[src/design/upe_pkg.sv]
// Shared types, codes and a helper function of the URL percent-encoder.
package upe_pkg;

  // Register indexes of the configuration port.
  localparam logic [2:0] REG_MASK_LOW    = 3'd0;
  localparam logic [2:0] REG_MASK_HIGH   = 3'd1;
  localparam logic [2:0] REG_ALREADY_ENC = 3'd2;
  localparam logic [2:0] REG_STRICT_ESC  = 3'd3;
  localparam logic [2:0] REG_PLUS_SPACE  = 3'd4;
  localparam logic [2:0] REG_ASCII_ONLY  = 3'd5;

  // How one input byte is rendered.
  localparam logic [1:0] KIND_COPY = 2'd0;
  localparam logic [1:0] KIND_HEX  = 2'd1;
  localparam logic [1:0] KIND_P2B  = 2'd2;
  localparam logic [1:0] KIND_DROP = 2'd3;

  localparam logic [7:0] CH_PERCENT = 8'h25;
  localparam logic [7:0] CH_PLUS    = 8'h2b;
  localparam logic [7:0] CH_TWO     = 8'h32;
  localparam logic [7:0] CH_LOW_B   = 8'h62;

  typedef struct packed {
    logic [127:0] mask;
    logic         already;
    logic         strict;
    logic         plus;
    logic         ascii;
  } upe_cfg_t;

  typedef struct packed {
    logic [7:0] data;
    logic [1:0] kind;
  } upe_slot_t;

  // One decided step: up to three kept bytes, packed from slot 0 upward.
  typedef struct packed {
    upe_slot_t [2:0] slot;
    logic [1:0]      count;
    logic            last;
  } upe_entry_t;

  function automatic logic [7:0] hex_char(input logic [3:0] nib);
    logic [7:0] c;
    if (nib < 4'd10) begin
      c = 8'h30 + {4'd0, nib};
    end else begin
      c = 8'h37 + {4'd0, nib};
    end
    return c;
  endfunction

endpackage

[src/design/upe_front.sv]
// Front end: accepts bytes, keeps the two-byte lookahead window and classifies them.
module upe_front import upe_pkg::*; (
  input  logic       clk,
  input  logic       rst_n,
  input  upe_cfg_t   cfg,
  input  logic       in_push,
  input  logic [7:0] in_byte,
  input  logic       in_end_of_string,
  input  logic       q_full,
  output logic       q_push,
  output upe_entry_t q_entry
);

  logic [7:0] held0_r, held1_r;
  logic [1:0] held_count_r;
  logic       accept;
  logic       win_full;
  logic [7:0] seq [3];
  logic       esc0;
  logic [1:0] raw_n;
  logic [1:0] kind [3];

  function automatic logic is_hex(input logic [7:0] c);
    return (c >= 8'h30 && c <= 8'h39) || (c >= 8'h61 && c <= 8'h66) ||
           (c >= 8'h41 && c <= 8'h46);
  endfunction

  function automatic logic [1:0] classify(input logic [7:0] b, input logic esc_ok,
                                          input upe_cfg_t c);
    logic       ws;
    logic       enc;
    logic [1:0] k;
    ws  = (b == 8'h09) || (b == 8'h0a) || (b == 8'h0c) || (b == 8'h0d);
    enc = (b < 8'h20) || (b == 8'h7f) || (b[7] && c.ascii) ||
          (!b[7] && c.mask[b[6:0]]) ||
          ((b == CH_PERCENT) && (!c.already || (c.strict && !esc_ok)));
    priority if (c.already && ws) begin
      k = KIND_DROP;
    end else if ((b == CH_PLUS) && c.plus) begin
      k = c.already ? KIND_COPY : KIND_P2B;
    end else if (enc) begin
      k = KIND_HEX;
    end else begin
      k = KIND_COPY;
    end
    return k;
  endfunction

  assign win_full = held_count_r[1];
  assign accept   = in_push && !q_full;
  // A mid-string step whose only byte is dropped has nothing to send.
  assign q_push   = accept &&
                    (in_end_of_string || (win_full && (q_entry.count != 2'd0)));

  // Bytes in string order: held bytes first, then the new one.
  always_comb begin
    seq[0] = (held_count_r == 2'd0) ? in_byte : held0_r;
    seq[1] = win_full ? held1_r : in_byte;
    seq[2] = in_byte;
    // Only the oldest byte of a full window sees two bytes ahead.
    esc0   = win_full && is_hex(seq[1]) && is_hex(seq[2]);
    if (in_end_of_string) begin
      raw_n = win_full ? 2'd3 : held_count_r + 2'd1;
    end else begin
      raw_n = win_full ? 2'd1 : 2'd0;
    end
    kind[0] = classify(seq[0], esc0, cfg);
    kind[1] = classify(seq[1], 1'b0, cfg);
    kind[2] = classify(seq[2], 1'b0, cfg);
  end

  // Pack the kept bytes so the back end never sees a dropped one.
  always_comb begin
    logic [1:0] pos;
    pos = 2'd0;
    q_entry = '0;
    q_entry.last = in_end_of_string;
    for (int i = 0; i < 3; i++) begin
      if ((2'(i) < raw_n) && (kind[i] != KIND_DROP)) begin
        q_entry.slot[pos].data = seq[i];
        q_entry.slot[pos].kind = kind[i];
        pos = pos + 2'd1;
      end
    end
    q_entry.count = pos;
  end

  always_ff @(posedge clk) begin
    if (!rst_n) begin
      held_count_r <= 2'd0;
    end else if (accept) begin
      if (in_end_of_string) begin
        held_count_r <= 2'd0;
      end else if (!win_full) begin
        held_count_r <= held_count_r + 2'd1;
      end
    end
  end

  always_ff @(posedge clk) begin
    if (accept && !in_end_of_string) begin
      if (win_full) begin
        held0_r <= held1_r;
        held1_r <= in_byte;
      end else if (held_count_r == 2'd0) begin
        held0_r <= in_byte;
      end else begin
        held1_r <= in_byte;
      end
    end
  end

endmodule

[src/design/upe_queue.sv]
// Short queue of decided steps between the front and back ends.
module upe_queue import upe_pkg::*; #(
  parameter int DEPTH = 4
) (
  input  logic       clk,
  input  logic       rst_n,
  input  logic       push,
  input  upe_entry_t push_entry,
  input  logic       pop,
  output upe_entry_t head,
  output logic       q_empty,
  output logic       q_full
);

  localparam int PW = (DEPTH > 1) ? $clog2(DEPTH) : 1;
  localparam int CW = $clog2(DEPTH + 1);

  upe_entry_t      store_r [DEPTH];
  logic [PW-1:0]   wr_ptr_r, rd_ptr_r;
  logic [CW-1:0]   count_r;

  assign q_empty = (count_r == '0);
  assign q_full  = (count_r == CW'(DEPTH));
  assign head    = store_r[rd_ptr_r];

  function automatic logic [PW-1:0] next_ptr(input logic [PW-1:0] p);
    return (p == PW'(DEPTH - 1)) ? '0 : p + PW'(1);
  endfunction

  always_ff @(posedge clk) begin
    if (!rst_n) begin
      wr_ptr_r <= '0;
      rd_ptr_r <= '0;
      count_r  <= '0;
    end else begin
      if (push) begin
        wr_ptr_r <= next_ptr(wr_ptr_r);
      end
      if (pop) begin
        rd_ptr_r <= next_ptr(rd_ptr_r);
      end
      if (push && !pop) begin
        count_r <= count_r + CW'(1);
      end else if (pop && !push) begin
        count_r <= count_r - CW'(1);
      end
    end
  end

  always_ff @(posedge clk) begin
    if (push) begin
      store_r[wr_ptr_r] <= push_entry;
    end
  end

endmodule

[src/design/upe_back.sv]
// Back end: expands decided bytes into output beats, one beat per cycle while beats are popped.
module upe_back import upe_pkg::*; (
  input  logic       clk,
  input  logic       rst_n,
  input  upe_entry_t head,
  input  logic       q_empty,
  output logic       q_pop,
  input  logic       pop,
  output logic       empty,
  output logic [7:0] out_byte,
  output logic       out_valid,
  output logic       out_end
);

  logic       ovld_r;
  logic [7:0] obyte_r;
  logic       ovalid_r, oend_r;
  logic [1:0] slot_r, phase_r;
  logic       can_load, step, marker, slot_done, entry_done;
  upe_slot_t  cur;
  logic [7:0] byte_nxt;

  assign can_load = !ovld_r || pop;
  assign step     = !q_empty && can_load;
  assign cur      = head.slot[slot_r];
  assign marker   = (head.count == 2'd0);

  always_comb begin
    byte_nxt  = cur.data;
    slot_done = 1'b1;
    unique case (cur.kind)
      KIND_HEX: begin
        slot_done = (phase_r == 2'd2);
        unique case (phase_r)
          2'd0:    byte_nxt = CH_PERCENT;
          2'd1:    byte_nxt = hex_char(cur.data[7:4]);
          default: byte_nxt = hex_char(cur.data[3:0]);
        endcase
      end
      KIND_P2B: begin
        slot_done = (phase_r == 2'd2);
        unique case (phase_r)
          2'd0:    byte_nxt = CH_PERCENT;
          2'd1:    byte_nxt = CH_TWO;
          default: byte_nxt = CH_LOW_B;
        endcase
      end
      default: begin
        byte_nxt  = cur.data;
        slot_done = 1'b1;
      end
    endcase
  end

  assign entry_done = marker || (slot_done && (slot_r == head.count - 2'd1));
  assign q_pop      = step && entry_done;

  always_ff @(posedge clk) begin
    if (!rst_n) begin
      ovld_r  <= 1'b0;
      slot_r  <= 2'd0;
      phase_r <= 2'd0;
    end else if (step) begin
      ovld_r <= 1'b1;
      if (entry_done) begin
        slot_r  <= 2'd0;
        phase_r <= 2'd0;
      end else if (slot_done) begin
        slot_r  <= slot_r + 2'd1;
        phase_r <= 2'd0;
      end else begin
        phase_r <= phase_r + 2'd1;
      end
    end else if (pop) begin
      ovld_r <= 1'b0;
    end
  end

  always_ff @(posedge clk) begin
    if (step) begin
      if (marker) begin
        obyte_r  <= 8'h00;
        ovalid_r <= 1'b0;
        oend_r   <= 1'b1;
      end else begin
        obyte_r  <= byte_nxt;
        ovalid_r <= 1'b1;
        oend_r   <= head.last && entry_done;
      end
    end
  end

  assign empty     = !ovld_r;
  assign out_byte  = obyte_r;
  assign out_valid = ovalid_r;
  assign out_end   = oend_r;

endmodule

[src/design/url_percent_encoder_unit.sv]
// Top level of the streaming URL percent-encoder with its configuration registers.
// The byte completing a step is written into the step queue; the back end then loads the
// step's first beat from the queue head into the output register once that one is free.
// The front takes one byte per cycle while the queue is not full; the back end sends one
// beat per cycle while beats are popped, a byte giving one beat copied, three escaped (%HH or %2b).
// Reset (synchronous, rst_n low) empties the window, the queue and the output register
// and clears every configuration register to zero.
module url_percent_encoder_unit import upe_pkg::*; #(
  parameter int QUEUE_DEPTH = 4
) (
  input  logic        clk,
  input  logic        rst_n,
  input  logic        cfg_we,
  input  logic [2:0]  cfg_idx,
  input  logic [63:0] cfg_data,
  input  logic        push,
  output logic        full,
  input  logic [7:0]  in_byte,
  input  logic        in_end_of_string,
  output logic        empty,
  input  logic        pop,
  output logic [7:0]  out_byte,
  output logic        out_valid,
  output logic        out_end
);

  // The configuration registers. They are to be written only while the block is idle, which
  // the block itself does not enforce, so the front end may read them without any hand-off.
  upe_cfg_t   cfg_r;

  upe_entry_t push_entry;
  upe_entry_t head;
  logic       q_push, q_pop, q_empty, q_full;

  always_ff @(posedge clk) begin
    if (!rst_n) begin
      cfg_r <= '0;
    end else if (cfg_we) begin
      unique case (cfg_idx)
        REG_MASK_LOW:    cfg_r.mask[63:0]   <= cfg_data;
        REG_MASK_HIGH:   cfg_r.mask[127:64] <= cfg_data;
        REG_ALREADY_ENC: cfg_r.already      <= cfg_data[0];
        REG_STRICT_ESC:  cfg_r.strict       <= cfg_data[0];
        REG_PLUS_SPACE:  cfg_r.plus         <= cfg_data[0];
        REG_ASCII_ONLY:  cfg_r.ascii        <= cfg_data[0];
        default: begin
          // Writes to unused indexes are ignored.
        end
      endcase
    end
  end

  // The front end holds up to two bytes of lookahead. Every accepted byte that fills
  // a full window and keeps a byte, and every byte with the end mark, yields one step
  // entry carrying the bytes decided by it, with dropped bytes already squeezed out.
  upe_front u_front (
    .clk              (clk),
    .rst_n            (rst_n),
    .cfg              (cfg_r),
    .in_push          (push),
    .in_byte          (in_byte),
    .in_end_of_string (in_end_of_string),
    .q_full           (q_full),
    .q_push           (q_push),
    .q_entry          (push_entry)
  );

  // The queue lets the front keep taking bytes while the back end is busy
  // expanding escapes or the consumer is stalled.
  upe_queue #(
    .DEPTH (QUEUE_DEPTH)
  ) u_queue (
    .clk        (clk),
    .rst_n      (rst_n),
    .push       (q_push),
    .push_entry (push_entry),
    .pop        (q_pop),
    .head       (head),
    .q_empty    (q_empty),
    .q_full     (q_full)
  );

  // The back end walks each entry slot by slot and phase by phase. An entry that
  // closes a string but kept no byte becomes the empty end marker beat.
  upe_back u_back (
    .clk       (clk),
    .rst_n     (rst_n),
    .head      (head),
    .q_empty   (q_empty),
    .q_pop     (q_pop),
    .pop       (pop),
    .empty     (empty),
    .out_byte  (out_byte),
    .out_valid (out_valid),
    .out_end   (out_end)
  );

  assign full = q_full;

endmodule

[config.mk]
export PLATFORM = sky130hd
export DESIGN_NAME = url_percent_encoder_unit
export DESIGN_NICKNAME = d
export VERILOG_FILES = /design/src/design/upe_pkg.sv /design/src/design/upe_front.sv /design/src/design/upe_queue.sv /design/src/design/upe_back.sv /design/src/design/url_percent_encoder_unit.sv
export SDC_FILE = /design/constraint.sdc
export NUM_CORES = 1
export LEC_CHECK = 0
export BUFFER_PORTS_ARGS = -buffer_cell sky130_fd_sc_hd__buf_2
export CORE_MARGIN = 2
export CORE_UTILIZATION = 60
export CTS_CLUSTER_DIAMETER = 200
export DETAILED_ROUTE_END_ITERATION = 16
export GPL_TIMING_DRIVEN = 0
export PLACE_DENSITY = 0.77
export REMOVE_ABC_BUFFERS = 1
export SLEW_MARGIN = 20
export SYNTH_ARGS = -nofsm -noshare
export SYNTH_HDL_FRONTEND = slang
export SYNTH_SLANG_ARGS = --single-unit
[constraint.sdc]
create_clock -name clk -period 6.2 [get_ports clk]
set_input_delay 0.31 -clock clk [delete_from_list [all_inputs] [get_ports clk]]
set_output_delay 0.31 -clock clk [all_outputs]
set_load 0.02 [all_outputs]
== After elaboration in Yosys (flattened, before gate mapping) ==
Memory sizes are Yosys's and may differ from the RTL's. A register that Yosys moved wholly into a read port is not among the register bits.
Cells that the tools add are included.
Widths: inputs -> output; s select.
Word-level totals
  bits in registers: 172
  memory bits (writable): 132
  bits of input ports: 81
  output and inout bits: 12
  word-level logic and storage cells: 267
  memories kept: 1
Operators by class
  add/subtract/negate cells: 14
  magnitude comparators: 28
  eq/ne operators: 39
  multiplexer cells: 67
  reduce and logical (&&, ||, !) cells: 99
Memory list
  u_queue.store_r: words 4, width 33, read ports 1, clocked after Yosys merged registers in 1, wr ports 1, RTL line upe_queue.sv:18  | upe_entry_t store_r [DEPTH];
Operators with widths (count)
  $bwmux 30: 4
  $eq 8x4->1 const B: 12
  $demux 10 s2: 4
  $mux 30: 2
  $mux 8: 7
  $eq 8x6->1 const B: 6
  $mux 2: 23
  $mux 10: 4
  $logic_and 1x1->1: 39
  $ge 8x7->1 const B: 4
  $le 8x7->1 const B: 4
  $pmux 8 s2: 2
  $logic_or 1x1->1: 30
  $add 6x4->7 const A: 4
  $eq 8x7->1 const B: 3
  $lt 7x8->1 const B: 3
  $lt 8x6->1 const B: 3
  $bmux 1 s7: 3
  $bmux 10 s2: 1
  $reduce_and 2->1: 9
  $ge 8x6->1 const B: 2
  $le 8x6->1 const B: 2
  $mux 1: 14
  $pmux 7 s2: 1
  other kinds (26): 61

== Longest topological paths before layout ==
  depth after elaboration: 30
  gate-level depth with buffers: 21
  mapped depth without buffers: 16

== Modules after synthesis ==
From an unflattened synthesis, not the netlist that was laid out.
Second synthesis, totals
  cell total of the unflattened synthesis: 1413
  area total of the unflattened synthesis: 16703.5 µm²
Modules (own cells, without submodules)
  upe_queue: times used 1, cells each 217, area each 5266.3 µm², seq. area each 4144.0 µm²
  upe_front: times used 1, cells each 554, area each 5074.9 µm², seq. area each 520.5 µm²
  url_percent_encoder_unit: times used 1, cells each 502, area each 5024.8 µm², seq. area each 2642.5 µm²
  upe_back: times used 1, cells each 140, area each 1337.5 µm², seq. area each 400.4 µm²

== Worst setup path after synthesis ==
No wires, ideal clock.
  path kind: flip-flop to flip-flop
  start: reg (tool-made name)
  end: reg u_queue.count_r[2]
  library setup time: 0.076 ns
  data arrival time: 4.422 ns
  data required time: 6.124 ns
  slack: 1.702 ns
  cell stages (with the launch flop): 21
  buffers on the path: 5
  clock period less this slack: 4.498 ns
  cells stage by stage: dfxtp_1 buf_6 buf_6 buf_6 buf_2 mux4_2 mux2i_1 o22a_1 inv_1 ha_1 clkbuf_1 or2_2 a31oi_1 nor2b_1 inv_1 ha_1 inv_1 fa_1 xor2_1 or3_1 a21boi_0
RTL lines
  end signal, assigned: RTL line upe_queue.sv:43  | count_r <= count_r + CW'(1);
  end signal, assigned: RTL line upe_queue.sv:45  | count_r <= count_r - CW'(1);
  end, declared: RTL line upe_queue.sv:20  | logic [CW-1:0] count_r;

== Worst setup path after layout ==
  start: reg u_front.held_count_r[1]
  end: reg u_queue.count_r[2]
On the way
  longest elaborated chain between the ends: 29
  elaborated cells on any way between the ends: 97
  classes of those cells: add/sub: 3; order compare: 11; eq/ne: 16; mux: 19; reduce/logical: 48
RTL lines
  start, declared: RTL line upe_front.sv:15  | logic [1:0] held_count_r;
  start signal, assigned: RTL line upe_front.sv:95  | held_count_r <= held_count_r + 2'd1;
  $mux 8: RTL line upe_front.sv:58  | seq[1] = win_full ? held1_r : in_byte;
  $ge 8x6->1 (tied with other cells): RTL line upe_front.sv:24  | return (c >= 8'h30 && c <= 8'h39) || (c >= 8'h61 && c <= 8'h66) ||
  $logic_and 1x1->1: RTL line upe_front.sv:24
  $logic_or 1x1->1 (2 in a row): RTL line upe_front.sv:24
  $logic_and 1x1->1 (2 in a row): RTL line upe_front.sv:61  | esc0 = win_full && is_hex(seq[1]) && is_hex(seq[2]);
  $logic_not 1->1: RTL line upe_front.sv:36  | ((b == CH_PERCENT) && (!c.already || (c.strict && !esc_ok)));
  $logic_and 1x1->1: RTL line upe_front.sv:36
  $logic_or 1x1->1: RTL line upe_front.sv:36
  (+12 left out)
  $reduce_bool 2->1: RTL line upe_front.sv:53  | (in_end_of_string || (win_full && (q_entry.count != 2'd0)));
  $logic_and 1x1->1 (*): RTL line upe_front.sv:53
  $logic_or 1x1->1 (*): RTL line upe_front.sv:53
  $logic_and 1x1->1 (*): RTL line upe_front.sv:52  | assign q_push = accept &&
  named net q_push: RTL line url_percent_encoder_unit.sv:33  | logic q_push, q_pop, q_empty, q_full;
  $logic_not 1->1: RTL line upe_queue.sv:44  | end else if (pop && !push) begin
  $logic_and 1x1->1: RTL line upe_queue.sv:44
  $reduce_bool 2->1 (no line)
The timed path passes the listed nets; every way through them passes the cells marked *. The select of a mux whose other input is x is not followed.
A chain may end at the register's enable or synchronous reset.

==> metrics <==
All-Layer GR Usage 0.311; leading register cell type out of synthesis edfxtp_1; clk slew on worst S/H paths roughly 0.070 ns; grt total ovfl 0; max incr delay on CP 0.78 ns; Critical Path AT between 6 and 7 ns; die width between 150 and 200 um; core area between 20000 and 30000 sq um; PostCTS Resize Cnt 0; clk buf depth 3; Psw 1.75 mW; slowest CP cell mux2i_1; most frequent cells in the layout nand2_1, edfxtp_1, dfxtp_1, a21boi_0; Multi-input gate area ~8100 sq um; Top delay family on crit path simple AND/OR/NAND/NOR gates; worst slew pin tran 1.18 ns; syn avg cell area between 9 and 10 sq um; Worst IR Drop VDD 0.216 mV; Via density around 6.3; RSZ-0062 raised after global routing false; commonest non-fill, non-tap cell in the layout nand2_1; HP Class in2reg; max layer used met4; critical path, cell by cell nor2_2 > mux2i_1 > nand2_1 > nor2_1 > a41oi_2 > ha_1 > o21ai_0 > a21oi_1 > ha_1 > inv_1 > fa_1 > xor2_1 > or3_1 > a21boi_0; DR WL/cell ~21 um; initial drt markers approximately 1400; asr flop ratio synth 0; max_cap viols 0; most used cell, CP ha_1; Cell Rows 60; Placer Congestion 0.943; met1 wire length ~17000 um; largest net degree at the start of global routing around 90; Reg2Reg Depth 14; metal3 WL around 3400 um; Worst Path Required between 6 and 7 ns; worst hold path stage count 3; Die Span Y 169 um; critical path depth 14; fraction of the cycle the final worst path needs 0.921; global-route wire length before repair approximately 70000 um; remaining antenna violation count 0; worst skew pair latency around 0.57 ns; cells after synthesis between 1500 and 2000; Port Buf Inserts 92; drt pass-1 iters 5; Syn-to-layout area delta 13.8%; initial antenna violation count 1; Setup Viol. Count Final 0; critical path class reg2reg; Post-synth EDFFs approximately 160; CP Launch Type flop; status finished, final reports clean; critical path endpoint category flop; clock skew about 0.019 ns; Die ar. between 20000 and 30000 sq um; Clk pwr share 0.363; vias in the first global route about 13000; cell at the root of the clock tree clkbuf_16; PwrDens around 320 nW/um^2; detailed-route DRC error count 0; nets@finish 1829; Hold-fix buffers, CTS 31; TritonCTS Buffers 31; Setup WS post-layout approximately 0.49 ns; layout cells sized above 1 0.156; CTS tree yes; sequential-to-total area share from yosys stat 0.472; slew margin rel. 0.213; Mapped Area around 16000 sq um; io pins 93; Util after Layout 0.692; Starting Density 0.608; shortest period the worst path allows around 5.7 ns; flops & latches, synth about 300; post-CTS setup buffers 0; worst-path maximum fanout 23; FILL cells 2060; htree depth 1; Int Pwr around 4.2 mW; Sequential Power Share 0.408; register area roughly 7700 sq um; DP HPWL about 30000 um; sw frac 0.296; Setup WS pre-CTS 0.509 ns; Comb power frac 0.228; Vias roughly 13000; LEAKAGE roughly 6.4 nW; yosys warns 0; WP buf/inv 1; flop2flop setup slack between 0.4 and 0.5 ns; clock sinks around 310; final count of pins violating max slew 0; Yosys cell types 73; Max Freq between 150 and 200 MHz; Final Routed Wirelength 44900 um; final hold viol count 0; metal2 WL about 22000 um
[cells in the mapped netlist (all sizes together), types with 11 or more instances]
cell	count	area share
a21boi	132	0.061
ha	19	0.015
o21ai	48	0.015
mux4	66	0.091
a211oi	11	0.0051
buf	47	0.017
dfxtp	148	0.18
nor2b	17	0.0065
o22ai	13	0.0050
nor2	56	0.013
edfxtp	158	0.29
mux2i	53	0.033
nor3	15	0.0046
inv	28	0.0064
mux2	18	0.012
a21oi	50	0.015
clkbuf	73	0.017
and2	12	0.0046
nand2	467	0.11
nand4	12	0.0046
nand3	90	0.028
[final cells by class]
class | instances | area share
Antenna cell | 1 | 0.000135
Clock buffer | 34 | 0.0423
Clock inverter | 24 | 0.0211
Inverter | 29 | 0.00585
Multi-Input combinational cell | 1217 | 0.433
Sequential cell | 306 | 0.415
Tap cell | 341 | 0.0229
Timing Repair Buffer | 143 | 0.0598
[worst register-to-register path, cell delays in order (launching register included)]
cell and delay (ns):
dfxtp_2 0.49, nor2_2 0.67, mux2i_1 0.78, nand2_1 0.28
nor2_1 0.29, a41oi_2 0.44, ha_1 0.55, o21ai_0 0.18
a21oi_1 0.53, ha_1 0.28, inv_1 0.07, fa_1 0.44
xor2_1 0.19, or3_1 0.30, a21boi_0 0.15
[power by group through the flow]
stage          logic [mW]  registers (mW)  clock network, mW
2_1_floorplan       0.853            2.47                  0
3_3_place_gp         1.28            2.46                  0
3_5_place_dp         1.32            2.46                  0
4_1_cts              1.35            2.41               2.16
5_1_grt              1.46            2.43               2.24
6_report             1.35            2.41               2.15
[worst paths after layout]
kind / from / end
worst max-delay path: u_front.held_count_r[1] / u_queue.count_r[2]
worst min-delay path: cfg_data[22] / cfg_r[90]
worst max register to register: u_front.held_count_r[1] / u_queue.count_r[2]
worst min register to register: cfg_r[19] / cfg_r[19]
[cells by family (layout without fill, tap and decap cells)]
family	count (synthesis)	count (layout)	synth area share
DFF	306	306	0.472
buffers and inverters	149	230	0.0403
adders and majority gates	20	20	0.0158
and+or+nand+nor	718	718	0.190
other	0	1	0
muxes	137	137	0.137
AOI/OAI and AO/OA	332	332	0.141
xor gates and xnor gates	10	10	0.00536
[routing by layer]
layer,GRT usage,vias to the layer above
met1,0.386,6362
li1,-,6135
met2,0.546,583
met3,0.0512,140
met4,0.122,0
met5,0,-
[flip-flops by register name, summed over array words and instances (netlist names), named ones only]
signal and cells:
u_queue.rd_ptr_r 2, u_back.slot_r 2, u_front.held1_r 8, u_queue.count_r 3, u_front.held_count_r 2, u_back.out_byte 8
u_queue.store_r 132, u_back.out_valid 1, cfg_r 132, u_queue.wr_ptr_r 2, u_back.phase_r 2, u_back.out_end 1
u_front.held0_r 8, u_back.ovld_r 1
[metrics by stage]
| stage | hold WS (ns) | area (sq um) | power, mW | std cells | TNS [ns] |
|---|---|---|---|---|---|
| floorplan | 0.409 | 15800 | 3.32 | 1552 | -48.28 |
| global placement | 0.454 | 16700 | 3.74 | 1985 | -750.42 |
| detailed placement | 0.456 | 17100 | 3.77 | 2005 | 0 |
| CTS | 0.000163 | 18600 | 5.92 | 2094 | 0 |
| global route | 0.00418 | 18600 | 6.13 | 2094 | 0 |
| finish | 0.00277 | 18600 | 5.91 | 2095 | 0 |
Note: power is estimated with default switching activity, not from simulation.
